===== config.mk =====
export PLATFORM = sky130hd
export DESIGN_NAME = sexpr_token_lexer
export DESIGN_NICKNAME = d
export VERILOG_FILES = /design/src/hdl/sexlex_pkg.sv /design/src/hdl/sexpr_token_lexer.sv
export SDC_FILE = /design/constraint.sdc
export NUM_CORES = 2
export LEC_CHECK = 0
export BUFFER_PORTS_ARGS = -buffer_cell sky130_fd_sc_hd__buf_2
export CORE_AREA = 4 4 271 273
export DETAILED_ROUTE_END_ITERATION = 8
export DIE_AREA = 0 0 275 277
export PLACE_DENSITY = 0.58
export REMOVE_ABC_BUFFERS = 1
export SETUP_SLACK_MARGIN = 0.15
export SLEW_MARGIN = 15
export SYNTH_ARGS = -nofsm -noshare
export SYNTH_HDL_FRONTEND = slang
export SYNTH_SLANG_ARGS = --single-unit

===== constraint.sdc =====
create_clock -name clk -period 6 [get_ports clk]
set_input_delay 0.9 -clock clk [delete_from_list [all_inputs] [get_ports clk]]
set_output_delay 0.9 -clock clk [all_outputs]
set_load 0.03 [all_outputs]

===== src/hdl/sexlex_pkg.sv =====
`timescale 1ns / 1ps

package sexlex_pkg;

  localparam int LINE_W   = 20;
  localparam int COL_W    = 16;
  localparam int OFFS_W   = 24;
  localparam int NUM_W    = 31;
  localparam int KIND_W   = 3;
  localparam int IN_DATA_W  = 8;
  localparam int OUT_DATA_W = 120;

  localparam logic [LINE_W-1:0] LINE_MAX = '1;
  localparam logic [COL_W-1:0]  COL_MAX  = '1;
  localparam logic [NUM_W-1:0]  NUM_MAX  = '1;
  localparam logic [3:0]        DEC_BASE = 4'd10;

  localparam logic [7:0] CH_LPAREN = 8'h28;
  localparam logic [7:0] CH_RPAREN = 8'h29;
  localparam logic [7:0] CH_QUOTE  = 8'h22;
  localparam logic [7:0] CH_HASH   = 8'h23;
  localparam logic [7:0] CH_NL     = 8'h0A;
  localparam logic [7:0] CH_CR     = 8'h0D;
  localparam logic [7:0] CH_TAB    = 8'h09;
  localparam logic [7:0] CH_SPACE  = 8'h20;
  localparam logic [7:0] CH_UNDER  = 8'h5F;
  localparam logic [7:0] CH_0      = 8'h30;
  localparam logic [7:0] CH_9      = 8'h39;
  localparam logic [7:0] CH_LA     = 8'h61;
  localparam logic [7:0] CH_LZ     = 8'h7A;
  localparam logic [7:0] CH_UA     = 8'h41;
  localparam logic [7:0] CH_UZ     = 8'h5A;

  typedef enum logic [2:0] {
    MODE_IDLE = 3'd0,
    MODE_STR  = 3'd1,
    MODE_CMT  = 3'd2,
    MODE_NUM  = 3'd3,
    MODE_SYM  = 3'd4
  } lex_mode_t;

  typedef enum logic [KIND_W-1:0] {
    KIND_LPAREN  = 3'd0,
    KIND_RPAREN  = 3'd1,
    KIND_STRING  = 3'd2,
    KIND_NUMBER  = 3'd3,
    KIND_SYMBOL  = 3'd4,
    KIND_UNKNOWN = 3'd5
  } token_kind_t;

  typedef struct packed {
    token_kind_t          kind;
    logic [LINE_W-1:0]    line;
    logic [COL_W-1:0]     column;
    logic [OFFS_W-1:0]    offset;
    logic [OFFS_W-1:0]    length;
    logic [NUM_W-1:0]     value;
    logic                 overflow;
    logic                 last;
  } token_t;

endpackage


===== src/hdl/sexpr_token_lexer.sv =====
`timescale 1ns / 1ps
// Streaming lexer for S-expression source text.
// Input channel (s_*): one source byte per beat in s_tdata. A beat with
// s_tlast high marks end of text: its byte is ignored, a pending number or
// symbol token is flushed, and all counters return to their start values.
// Output channel (m_*): one token per beat; m_tuser carries the token kind
// and m_tlast marks the final token caused by one input beat.
// Tokens are registered: each completed token is written into the output
// queue and is presented on the output from there.
// Throughput: one input byte per cycle while s_tready is high. A byte that
// closes a number or a symbol and is itself a token yields two output
// beats; the three-entry output queue absorbs the extra beat, and s_tready
// drops only when the queue holds more than one token.
// When the receiver stalls, tokens wait in the output queue and s_tready
// falls once the queue cannot take two more tokens.
// Reset (rst, synchronous) empties the queue and sets line 1, column 0,
// offset 0, with no token pending.
module sexpr_token_lexer (
  input  logic                                clk,
  input  logic                                rst,
  input  logic                                s_tvalid,
  output logic                                s_tready,
  input  logic [sexlex_pkg::IN_DATA_W-1:0]    s_tdata,  // [7:0] char_byte
  input  logic                                s_tlast,  // end_of_text
  output logic                                m_tvalid,
  input  logic                                m_tready,
  // [19:0] token_line, [35:20] token_column, [59:36] text_offset,
  // [83:60] text_length, [114:84] number_value, [115] number_overflow,
  // [119:116] zero
  output logic [sexlex_pkg::OUT_DATA_W-1:0]   m_tdata,
  output logic [sexlex_pkg::KIND_W-1:0]       m_tuser,  // [2:0] token_kind
  output logic                                m_tlast   // last
);
  import sexlex_pkg::*;

  lex_mode_t           mode, mode_next;
  logic [LINE_W-1:0]   line_count;
  logic [COL_W-1:0]    column_count;
  logic [OFFS_W-1:0]   byte_offset;
  logic [OFFS_W-1:0]   start_offset;
  logic [LINE_W-1:0]   start_line;
  logic [COL_W-1:0]    start_column;
  logic [NUM_W-1:0]    number_acc, number_acc_next;
  logic                overflow_seen, overflow_seen_next;

  token_t              queue [3];
  token_t              queue_next [3];
  logic [1:0]          count, count_next;

  logic [7:0]          ch;
  logic                beat, eot, pop;
  logic                is_dig, is_alpha, is_ws;
  logic                ends_tok, fresh;
  logic                emit_a, emit_b;
  token_t              res_a, res_b;
  logic [NUM_W+3:0]    num_sum;

  assign ch   = s_tdata;
  assign eot  = s_tlast;
  assign beat = s_tvalid && s_tready;
  assign pop  = m_tvalid && m_tready;

  assign is_dig   = ch inside {[CH_0:CH_9]};
  assign is_alpha = (ch inside {[CH_LA:CH_LZ], [CH_UA:CH_UZ]}) || ch == CH_UNDER;
  assign is_ws    = ch inside {CH_SPACE, CH_TAB, CH_CR, CH_NL};

  // A number or symbol is closed by any byte that cannot continue it; that
  // byte is then classified afresh in the same cycle.
  assign ends_tok = (mode == MODE_NUM && !is_dig) ||
                    (mode == MODE_SYM && !(is_alpha || is_dig));
  assign fresh    = !eot && (mode == MODE_IDLE || ends_tok);

  assign num_sum = ({4'd0, number_acc} << 3) + ({4'd0, number_acc} << 1) +
                   {31'd0, ch[3:0]};

  // Next lexer mode.
  always_comb begin
    mode_next = mode;
    if (eot) begin
      mode_next = MODE_IDLE;
    end else if (fresh) begin
      if (ch == CH_QUOTE) begin
        mode_next = MODE_STR;
      end else if (ch == CH_HASH) begin
        mode_next = MODE_CMT;
      end else if (is_dig) begin
        mode_next = MODE_NUM;
      end else if (is_alpha) begin
        mode_next = MODE_SYM;
      end else begin
        mode_next = MODE_IDLE;
      end
    end else begin
      case (mode)
        MODE_STR: if (ch == CH_QUOTE) mode_next = MODE_IDLE;
        MODE_CMT: if (ch == CH_NL) mode_next = MODE_IDLE;
        default:  mode_next = mode;
      endcase
    end
  end

  // Token outputs: a closing token (res_a) and a fresh single-byte token (res_b).
  always_comb begin
    emit_a = 1'b0;
    res_a  = '0;
    res_a.line   = start_line;
    res_a.column = start_column;
    res_a.offset = start_offset;
    case (mode)
      MODE_NUM: begin
        emit_a         = eot || !is_dig;
        res_a.kind     = KIND_NUMBER;
        res_a.value    = number_acc;
        res_a.overflow = overflow_seen;
      end
      MODE_SYM: begin
        emit_a       = eot || !(is_alpha || is_dig);
        res_a.kind   = KIND_SYMBOL;
        res_a.length = byte_offset - start_offset;
      end
      MODE_STR: begin
        emit_a       = !eot && ch == CH_QUOTE;
        res_a.kind   = KIND_STRING;
        res_a.length = byte_offset - start_offset;
      end
      default: emit_a = 1'b0;
    endcase

    res_b        = '0;
    res_b.line   = line_count;
    res_b.column = column_count;
    res_b.offset = byte_offset;
    res_b.last   = 1'b1;
    emit_b       = 1'b0;
    if (fresh) begin
      if (ch == CH_LPAREN) begin
        emit_b     = 1'b1;
        res_b.kind = KIND_LPAREN;
      end else if (ch == CH_RPAREN) begin
        emit_b     = 1'b1;
        res_b.kind = KIND_RPAREN;
      end else if (!(ch == CH_QUOTE || ch == CH_HASH || is_dig || is_alpha || is_ws)) begin
        emit_b     = 1'b1;
        res_b.kind = KIND_UNKNOWN;
      end
    end
    res_a.last = !emit_b;
  end

  // Number accumulator.
  always_comb begin
    number_acc_next    = number_acc;
    overflow_seen_next = overflow_seen;
    if (eot) begin
      number_acc_next    = '0;
      overflow_seen_next = 1'b0;
    end else if (fresh && is_dig) begin
      number_acc_next    = {27'd0, ch[3:0]};
      overflow_seen_next = 1'b0;
    end else if (mode == MODE_NUM && is_dig) begin
      if (num_sum > {4'd0, NUM_MAX}) begin
        number_acc_next    = NUM_MAX;
        overflow_seen_next = 1'b1;
      end else begin
        number_acc_next = num_sum[NUM_W-1:0];
      end
    end
  end

  always_ff @(posedge clk) begin
    if (rst || (beat && eot)) begin
      mode          <= MODE_IDLE;
      line_count    <= LINE_W'(1);
      column_count  <= '0;
      byte_offset   <= '0;
      start_offset  <= '0;
      start_line    <= LINE_W'(1);
      start_column  <= '0;
      number_acc    <= '0;
      overflow_seen <= 1'b0;
    end else if (beat) begin
      mode          <= mode_next;
      number_acc    <= number_acc_next;
      overflow_seen <= overflow_seen_next;
      byte_offset   <= byte_offset + OFFS_W'(1);
      if (ch == CH_NL) begin
        if (line_count != LINE_MAX) line_count <= line_count + LINE_W'(1);
        column_count <= '0;
      end else if (column_count != COL_MAX) begin
        column_count <= column_count + COL_W'(1);
      end
      if (fresh) begin
        start_line   <= line_count;
        start_column <= column_count;
        start_offset <= (ch == CH_QUOTE) ? byte_offset + OFFS_W'(1) : byte_offset;
      end
    end
  end

  // Output queue: head in entry 0, shifts down on each output beat.
  always_comb begin
    logic [1:0] wr;
    wr         = count;
    queue_next = queue;
    if (pop) begin
      queue_next[0] = queue[1];
      queue_next[1] = queue[2];
      wr = count - 2'd1;
    end
    if (beat && (emit_a || emit_b)) begin
      queue_next[wr] = emit_a ? res_a : res_b;
      wr = wr + 2'd1;
      if (emit_a && emit_b) begin
        queue_next[wr] = res_b;
        wr = wr + 2'd1;
      end
    end
    count_next = wr;
  end

  always_ff @(posedge clk) begin
    if (rst) begin
      count <= '0;
    end else begin
      count <= count_next;
    end
    queue <= queue_next;
  end

  assign s_tready = count <= 2'd1;
  assign m_tvalid = count != 2'd0;
  assign m_tuser  = queue[0].kind;
  assign m_tlast  = queue[0].last;
  assign m_tdata  = {4'd0, queue[0].overflow, queue[0].value, queue[0].length,
                     queue[0].offset, queue[0].column, queue[0].line};

  a_reset_empty: assert property (@(posedge clk) rst |=> !m_tvalid)
    else $error("output queue not empty after reset");

  a_comment_silent: assert property (@(posedge clk) disable iff (rst)
    (beat && !eot && mode == MODE_CMT) |-> !(emit_a || emit_b))
    else $error("token emitted inside a comment");

  a_flush_last: assert property (@(posedge clk) disable iff (rst)
    (beat && eot && (mode == MODE_NUM || mode == MODE_SYM)) |=>
      (count == $past(count_next) && queue[count - 2'd1].last))
    else $error("end of text did not flush the pending token as last");

  a_line_nonzero: assert property (@(posedge clk) disable iff (rst)
    line_count != '0)
    else $error("line counter reached zero");

endmodule

**Word-level counts from Yosys, hierarchy flattened**

Cells that the tools add are included.

- Bitwise logic cells: 2
- $lt $le $gt $ge: 12
- Equal/unequal tests: 17
- Reductions and logical operators: 47
- $add $sub $neg: 9
- Muxes and demuxes: 45

Operator list:

| cell | number |
|---|---|
| bitwise mux 360 bit | 2 |
| 2-to-1 mux 360 bit | 2 |
| demux 120 bit (select 2 bit) | 2 |
| 2-to-1 mux 120 bit | 3 |
| 2-to-1 mux 240 bit | 1 |
| 2-to-1 mux 31 bit | 4 |
| 2-to-1 mux 24 bit | 2 |
| == test 8 x 6 -> 1 bit, second input constant | 5 |
| 2-to-1 mux 3 bit | 12 |
| adder 34 x 32 -> 35 bit | 1 |
| adder 35 x 4 -> 35 bit | 1 |
| > comparator 35 x 31 -> 1 bit, second input constant | 1 |
| 2-to-1 mux 16 bit | 2 |
| 2-to-1 mux 32 bit | 1 |
| adder 24 x 1 -> 24 bit, second input constant | 1 |
| == test 8 x 4 -> 1 bit, second input constant | 3 |
| subtractor 24 bit | 1 |
| adder 20 x 1 -> 20 bit, second input constant | 1 |
| inequality test 20 bit, second input constant | 1 |
| adder 16 x 1 -> 16 bit, second input constant | 1 |
| >= comparator 8 x 7 -> 1 bit, second input constant | 2 |
| <= comparator 8 x 7 -> 1 bit, second input constant | 2 |
| logical AND 1 bit | 16 |
| inequality test 16 bit, second input constant | 1 |
| 28 further kinds | 64 |

- Input bits: 13
- Logic and storage cells: 166
- Register bits after elaboration: 517

**Longest topological paths before layout**

- Word-level depth: 17
- Depth in mapped cells: 16

**Worst setup path before layout**

Ideal clock, no wire load.

- Path kind: in2reg
- Start point: input s_tdata[0] (netlist bit)
- End point: register queue[0] (netlist bit), enable pin
- Stages: 11
- Setup slack: 1424 ps
- Data arrival time: 4148 ps
- Buffers on the path: 4
- Cell sequence: buf_2 and4b_1 nor4_2 o41ai_1 a211o_1 buf_4 and3_1 nand2b_4 inv_2 buf_2 buf_2

- Longest elaborated chain between the ends: 13

Ends and longest elaborated chain:

| element | RTL line | source |
|---|---|---|
| start, declared | sexpr_token_lexer.sv:23 | `input logic [sexlex_pkg::IN_DATA_W-1:0] s_tdata,` |
| parallel branches: the longest is 11 deep, another holds >= comparator 8 x 7 -> 1 bit | - |  |
| logical OR 1 bit (*) | sexpr_token_lexer.sv:210 | `if (beat && (emit_a \|\| emit_b)) begin` |
| logical AND 1 bit (*) | sexpr_token_lexer.sv:210 |  |
| end signal, assigned | sexpr_token_lexer.sv:227 | `queue <= queue_next;` |
| end, declared | sexpr_token_lexer.sv:46 | `token_t queue [3];` |

Every way passes the cells marked *.
A chain may end at the register's enable or synchronous reset.

**Final worst setup path**

- Start point: register number_acc[0]
- End point: register number_acc[3]

- Longest elaborated chain between the ends: 7

Ends and longest elaborated chain:

| element | RTL line | source |
|---|---|---|
| start, declared | sexpr_token_lexer.sv:43 | `logic [NUM_W-1:0] number_acc, number_acc_next;` |
| start signal, assigned | sexpr_token_lexer.sv:183 | `number_acc <= number_acc_next;` |
| adder 34 x 32 -> 35 bit (*) | sexpr_token_lexer.sv:73 | `assign num_sum = ({4'd0, number_acc} << 3) + ({4'd0, number_acc} << 1) +` |
| adder 35 x 4 -> 35 bit (*) | sexpr_token_lexer.sv:73 |  |
| > comparator 35 x 31 -> 1 bit | sexpr_token_lexer.sv:161 | `if (num_sum > {4'd0, NUM_MAX}) begin` |
| 2-to-1 mux 31 bit (*) | sexpr_token_lexer.sv:161 |  |
| 2-to-1 mux 31 bit (*) | sexpr_token_lexer.sv:160 | `end else if (mode == MODE_NUM && is_dig) begin` |
| 2-to-1 mux 31 bit (*) | sexpr_token_lexer.sv:157 | `end else if (fresh && is_dig) begin` |
| 2-to-1 mux 31 bit (*) | sexpr_token_lexer.sv:154 | `if (eot) begin` |

Every way passes the cells marked *; elsewhere a longest branch is shown, timed or not. The select of a mux whose other input is x is not followed.

==> out/results.tsv <==
stage	metric	value	unit
clock_network	Clk Latency, worst-skew pair	640	ps
timing	final worst slack	1800	ps
floorplan	Initial Utilization	39.5	%
critical_path	worst path arrival time	4730	ps
clock_network	cts hold-fix bufs	0	
clock_network	CTS clock-pin slew for the worst setup and hold paths	60	ps
status	run status	complete, no violations	
grt	first-pass GRT wire length	132	mm
yosys	number of synthesized flops with an enable pin	120	
run	max_cap viols	0	
timing	crit path time final	4200	ps
clock_network	H-Tree Level Count	2	
place	gpl congestion	0.866	
critical_path	peak fanout along the critical path	21	
power_and_ir_drop	leak pwr	11.7	nW
power_and_ir_drop	Peak VDD IR	0.331	mV
timing	WHS	487	ps
critical_path	Critical Path End	number_acc[3]	
timing	fmax	238	MHz
yosys	syn avg cell area	8.59	µm²
timing	actual transition at the worst max-transition pin	1220	ps
route	post-route ant nets	0	
timing	Tcrit/Tclk final	70.0	%
critical_path	CP Launch Type	flip-flop	
place	instance area at placement	0.0284	mm²
floorplan	core area	0.0711	mm²
yosys	Post-synth ARST share	0	%
yosys	top cell type by total area after synthesis	dfxtp_1	
route	vias per cell	5.76	
route	Total Routed Length	85.2	mm
final_layout	area grow syn2layout	8.09	%
yosys	Area contributors post-synth	dfxtp_1 28%, edfxtp_1 13%, nand2_1 6.7%	
route	drt initial violations	2011	
critical_path	reg2reg setup slack	1800	ps
clock_network	post-cts sizing count	0	
critical_path	class of the most critical setup path	reg -> reg	
yosys	cell count after synthesis	3270	
floorplan	die area	0.0762	mm²
timing	final setup fails	0	
final_layout	fraction of layout cells with a size suffix above 1	11.1	%
yosys	Yosys top cell area share	28.3	%
floorplan	cell row count	98	
timing	Slew Limit Headroom	18.1	%
power_and_ir_drop	Final Power	15.7	mW
yosys	Cell variety after synth	91	
floorplan	die width	275	µm
yosys	mapped cell area	0.0281	mm²
yosys	main flop type after synthesis	dfxtp_1	
timing	final slew viol count	0	
yosys	most common cell in the netlist	nand2_1	
yosys	Post-synth top cells	500 x nand2_1, 397 x dfxtp_1, 282 x a21oi_1, 273 x nor2_1, 183 x clkbuf_1	
critical_path	reg2reg end	number_acc[3]	
route	routed via count	23800	
clock_network	Clock Path Buffers	3	
clock_network	root buf cell	clkbuf_16	
clock_network	Sink Count	517	
grt	largest net degree at the start of global routing	142	
timing	final hold vios	0	
grt	grt ovf	0	
critical_path	r2r worst-path depth	13	
grt	vias in the first global route	22400	
clock_network	TritonCTS clock tree	yes	
grt	initial antenna violation count	2	
route	drt first pass iters	5	
critical_path	Worst Setup SP	number_acc[0]	
route	drt drc	0	
timing	clk_skew	32.7	ps
final_layout	Finished Cell Area	0.0304	mm²
yosys	yosys synthesis warning count	0	
place	IO buf count	134	
route	routed len/inst	20.6	µm
timing	setup repair after global routing missed its margin	no	
place	dpl ws	1240	ps
floorplan	die height	277	µm
grt	gr usage total	21.5	%
final_layout	Nets	3236	
power_and_ir_drop	Pwr per Cell Area	517	mW/mm²
floorplan	IO Pins	139	
final_layout	ant diodes	0	
critical_path	Required @ worst endpoint	6530	ps
clock_network	post-CTS setup buffer count	0	
place	detailed placer's ending HPWL	51.6	mm
clock_network	CTS Buf Count	58	
critical_path	worst r2r src	number_acc[0]	
yosys	synthesis-stage register bit count	517	
critical_path	CP endpoint kind	flip-flop	
yosys	Seq/Total Area, Yosys	41.1	%
min_path	Hold Crit Class	reg -> reg	
[sequential cells by signal (all words and copies together) (netlist names)]
name,flops
overflow_seen,1
m_tuser,3
column_count,16
mode,3
start_offset,24
start_column,16
line_count,20
queue,240
count,2
m_tlast,1
m_tdata,116
start_line,20
byte_offset,24
number_acc,31
[worst min path at each step]
stage	start	endpoint	slack (ps)	depth (start not counted)
2_1_floorplan	queue[237]	queue[237]	450	2
6_report	queue[237]	queue[237]	490	2
5_1_grt	start_column[15]	start_column[15]	510	2
4_1_cts	queue[237]	queue[237]	480	2
3_3_place_gp	queue[237]	queue[237]	470	2
3_5_place_dp	queue[237]	queue[237]	480	2
[worst max-delay path, cell delays in order, from the launching register on]
cell       delay, ps
dfxtp_1          500
inv_1            100
fa_1             520
fa_1             490
nor2b_1          170
o31a_1           200
o211ai_1         150
a41o_1           330
a2111oi_4        340
o21a_1           150
o2111ai_1        140
buf_4            240
or4b_1           540
a22o_1           200
[layer usage]
layer / part of all wire [%] / track usage, % / vias up / wire (µm)
met2: 44 / 33.3 / 708 / 37600
met3: 6.3 / 3.46 / 149 / 5380
met5: 0.013 / 0 / - / 11
met4: 2.9 / 6.97 / 2 / 2480
met1: 47 / 30.7 / 11500 / 39700
li1: - / - / 11400 / -
[placed cells by master, fill, tap and decap left out, drive strengths merged, types with 9 or more instances in the layout]
cell type	synthesis	routed
a211oi	38	38
a21o	21	21
a21oi	286	286
a221o	31	31
a221oi	10	10
a31oi	12	12
a41oi	37	37
and3	18	18
buf	200	176
clkbuf	183	89
clkinv	0	17
dfxtp	397	397
edfxtp	120	120
ha	94	94
inv	69	70
mux2i	137	137
nand2	503	503
nand2b	14	14
nand3	163	163
nand4	20	20
nor2	275	275
nor2b	9	9
nor3	40	40
o211ai	9	9
o21a	11	11
o21ai	78	78
o221a	80	80
o22ai	177	177
o31ai	13	13
or3	23	23
xnor2	47	47
xor2	58	58
[logic make-up after synthesis]
kind of cell / count (synthesis) / share of synthesized area (%)
and+or+nand+nor: 1104 / 17.2
AOI/OAI and AO/OA: 856 / 21.0
DFF: 517 / 41.1
buffers and inverters: 452 / 8.09
muxes: 138 / 4.92
xor gates and xnor gates: 105 / 3.27
adders and majority gates: 97 / 4.40
other: 1 / 0.0133
[where the power goes]
part	switching, mW	internal, mW	total [mW]
Combinational	4.22	2.50	6.72
Clock	1.52	2.10	3.62
Sequential	0.601	4.77	5.38
[per-stage QoR]
step	setup TNS, ps	cells	utilization, %
detailed placement	0	4016	40.0
finish	0	4126	42.7
global placement	0	4016	40.0
floorplan	-4080930	2890	-
CTS	0	4126	42.7
global route	0	4126	42.7
[final cells by class]
cell class | count | area [µm²]
Inverter | 69 | 267
Multi-Input combinational cell | 2304 | 14400
Timing Repair Buffer | 176 | 1010
Clock inverter | 21 | 199
Tap cell | 950 | 1190
Clock buffer | 89 | 1750
Fill cell | 7121 | 40700
Sequential cell | 517 | 11600
Power figures use the tool's default switching activity.
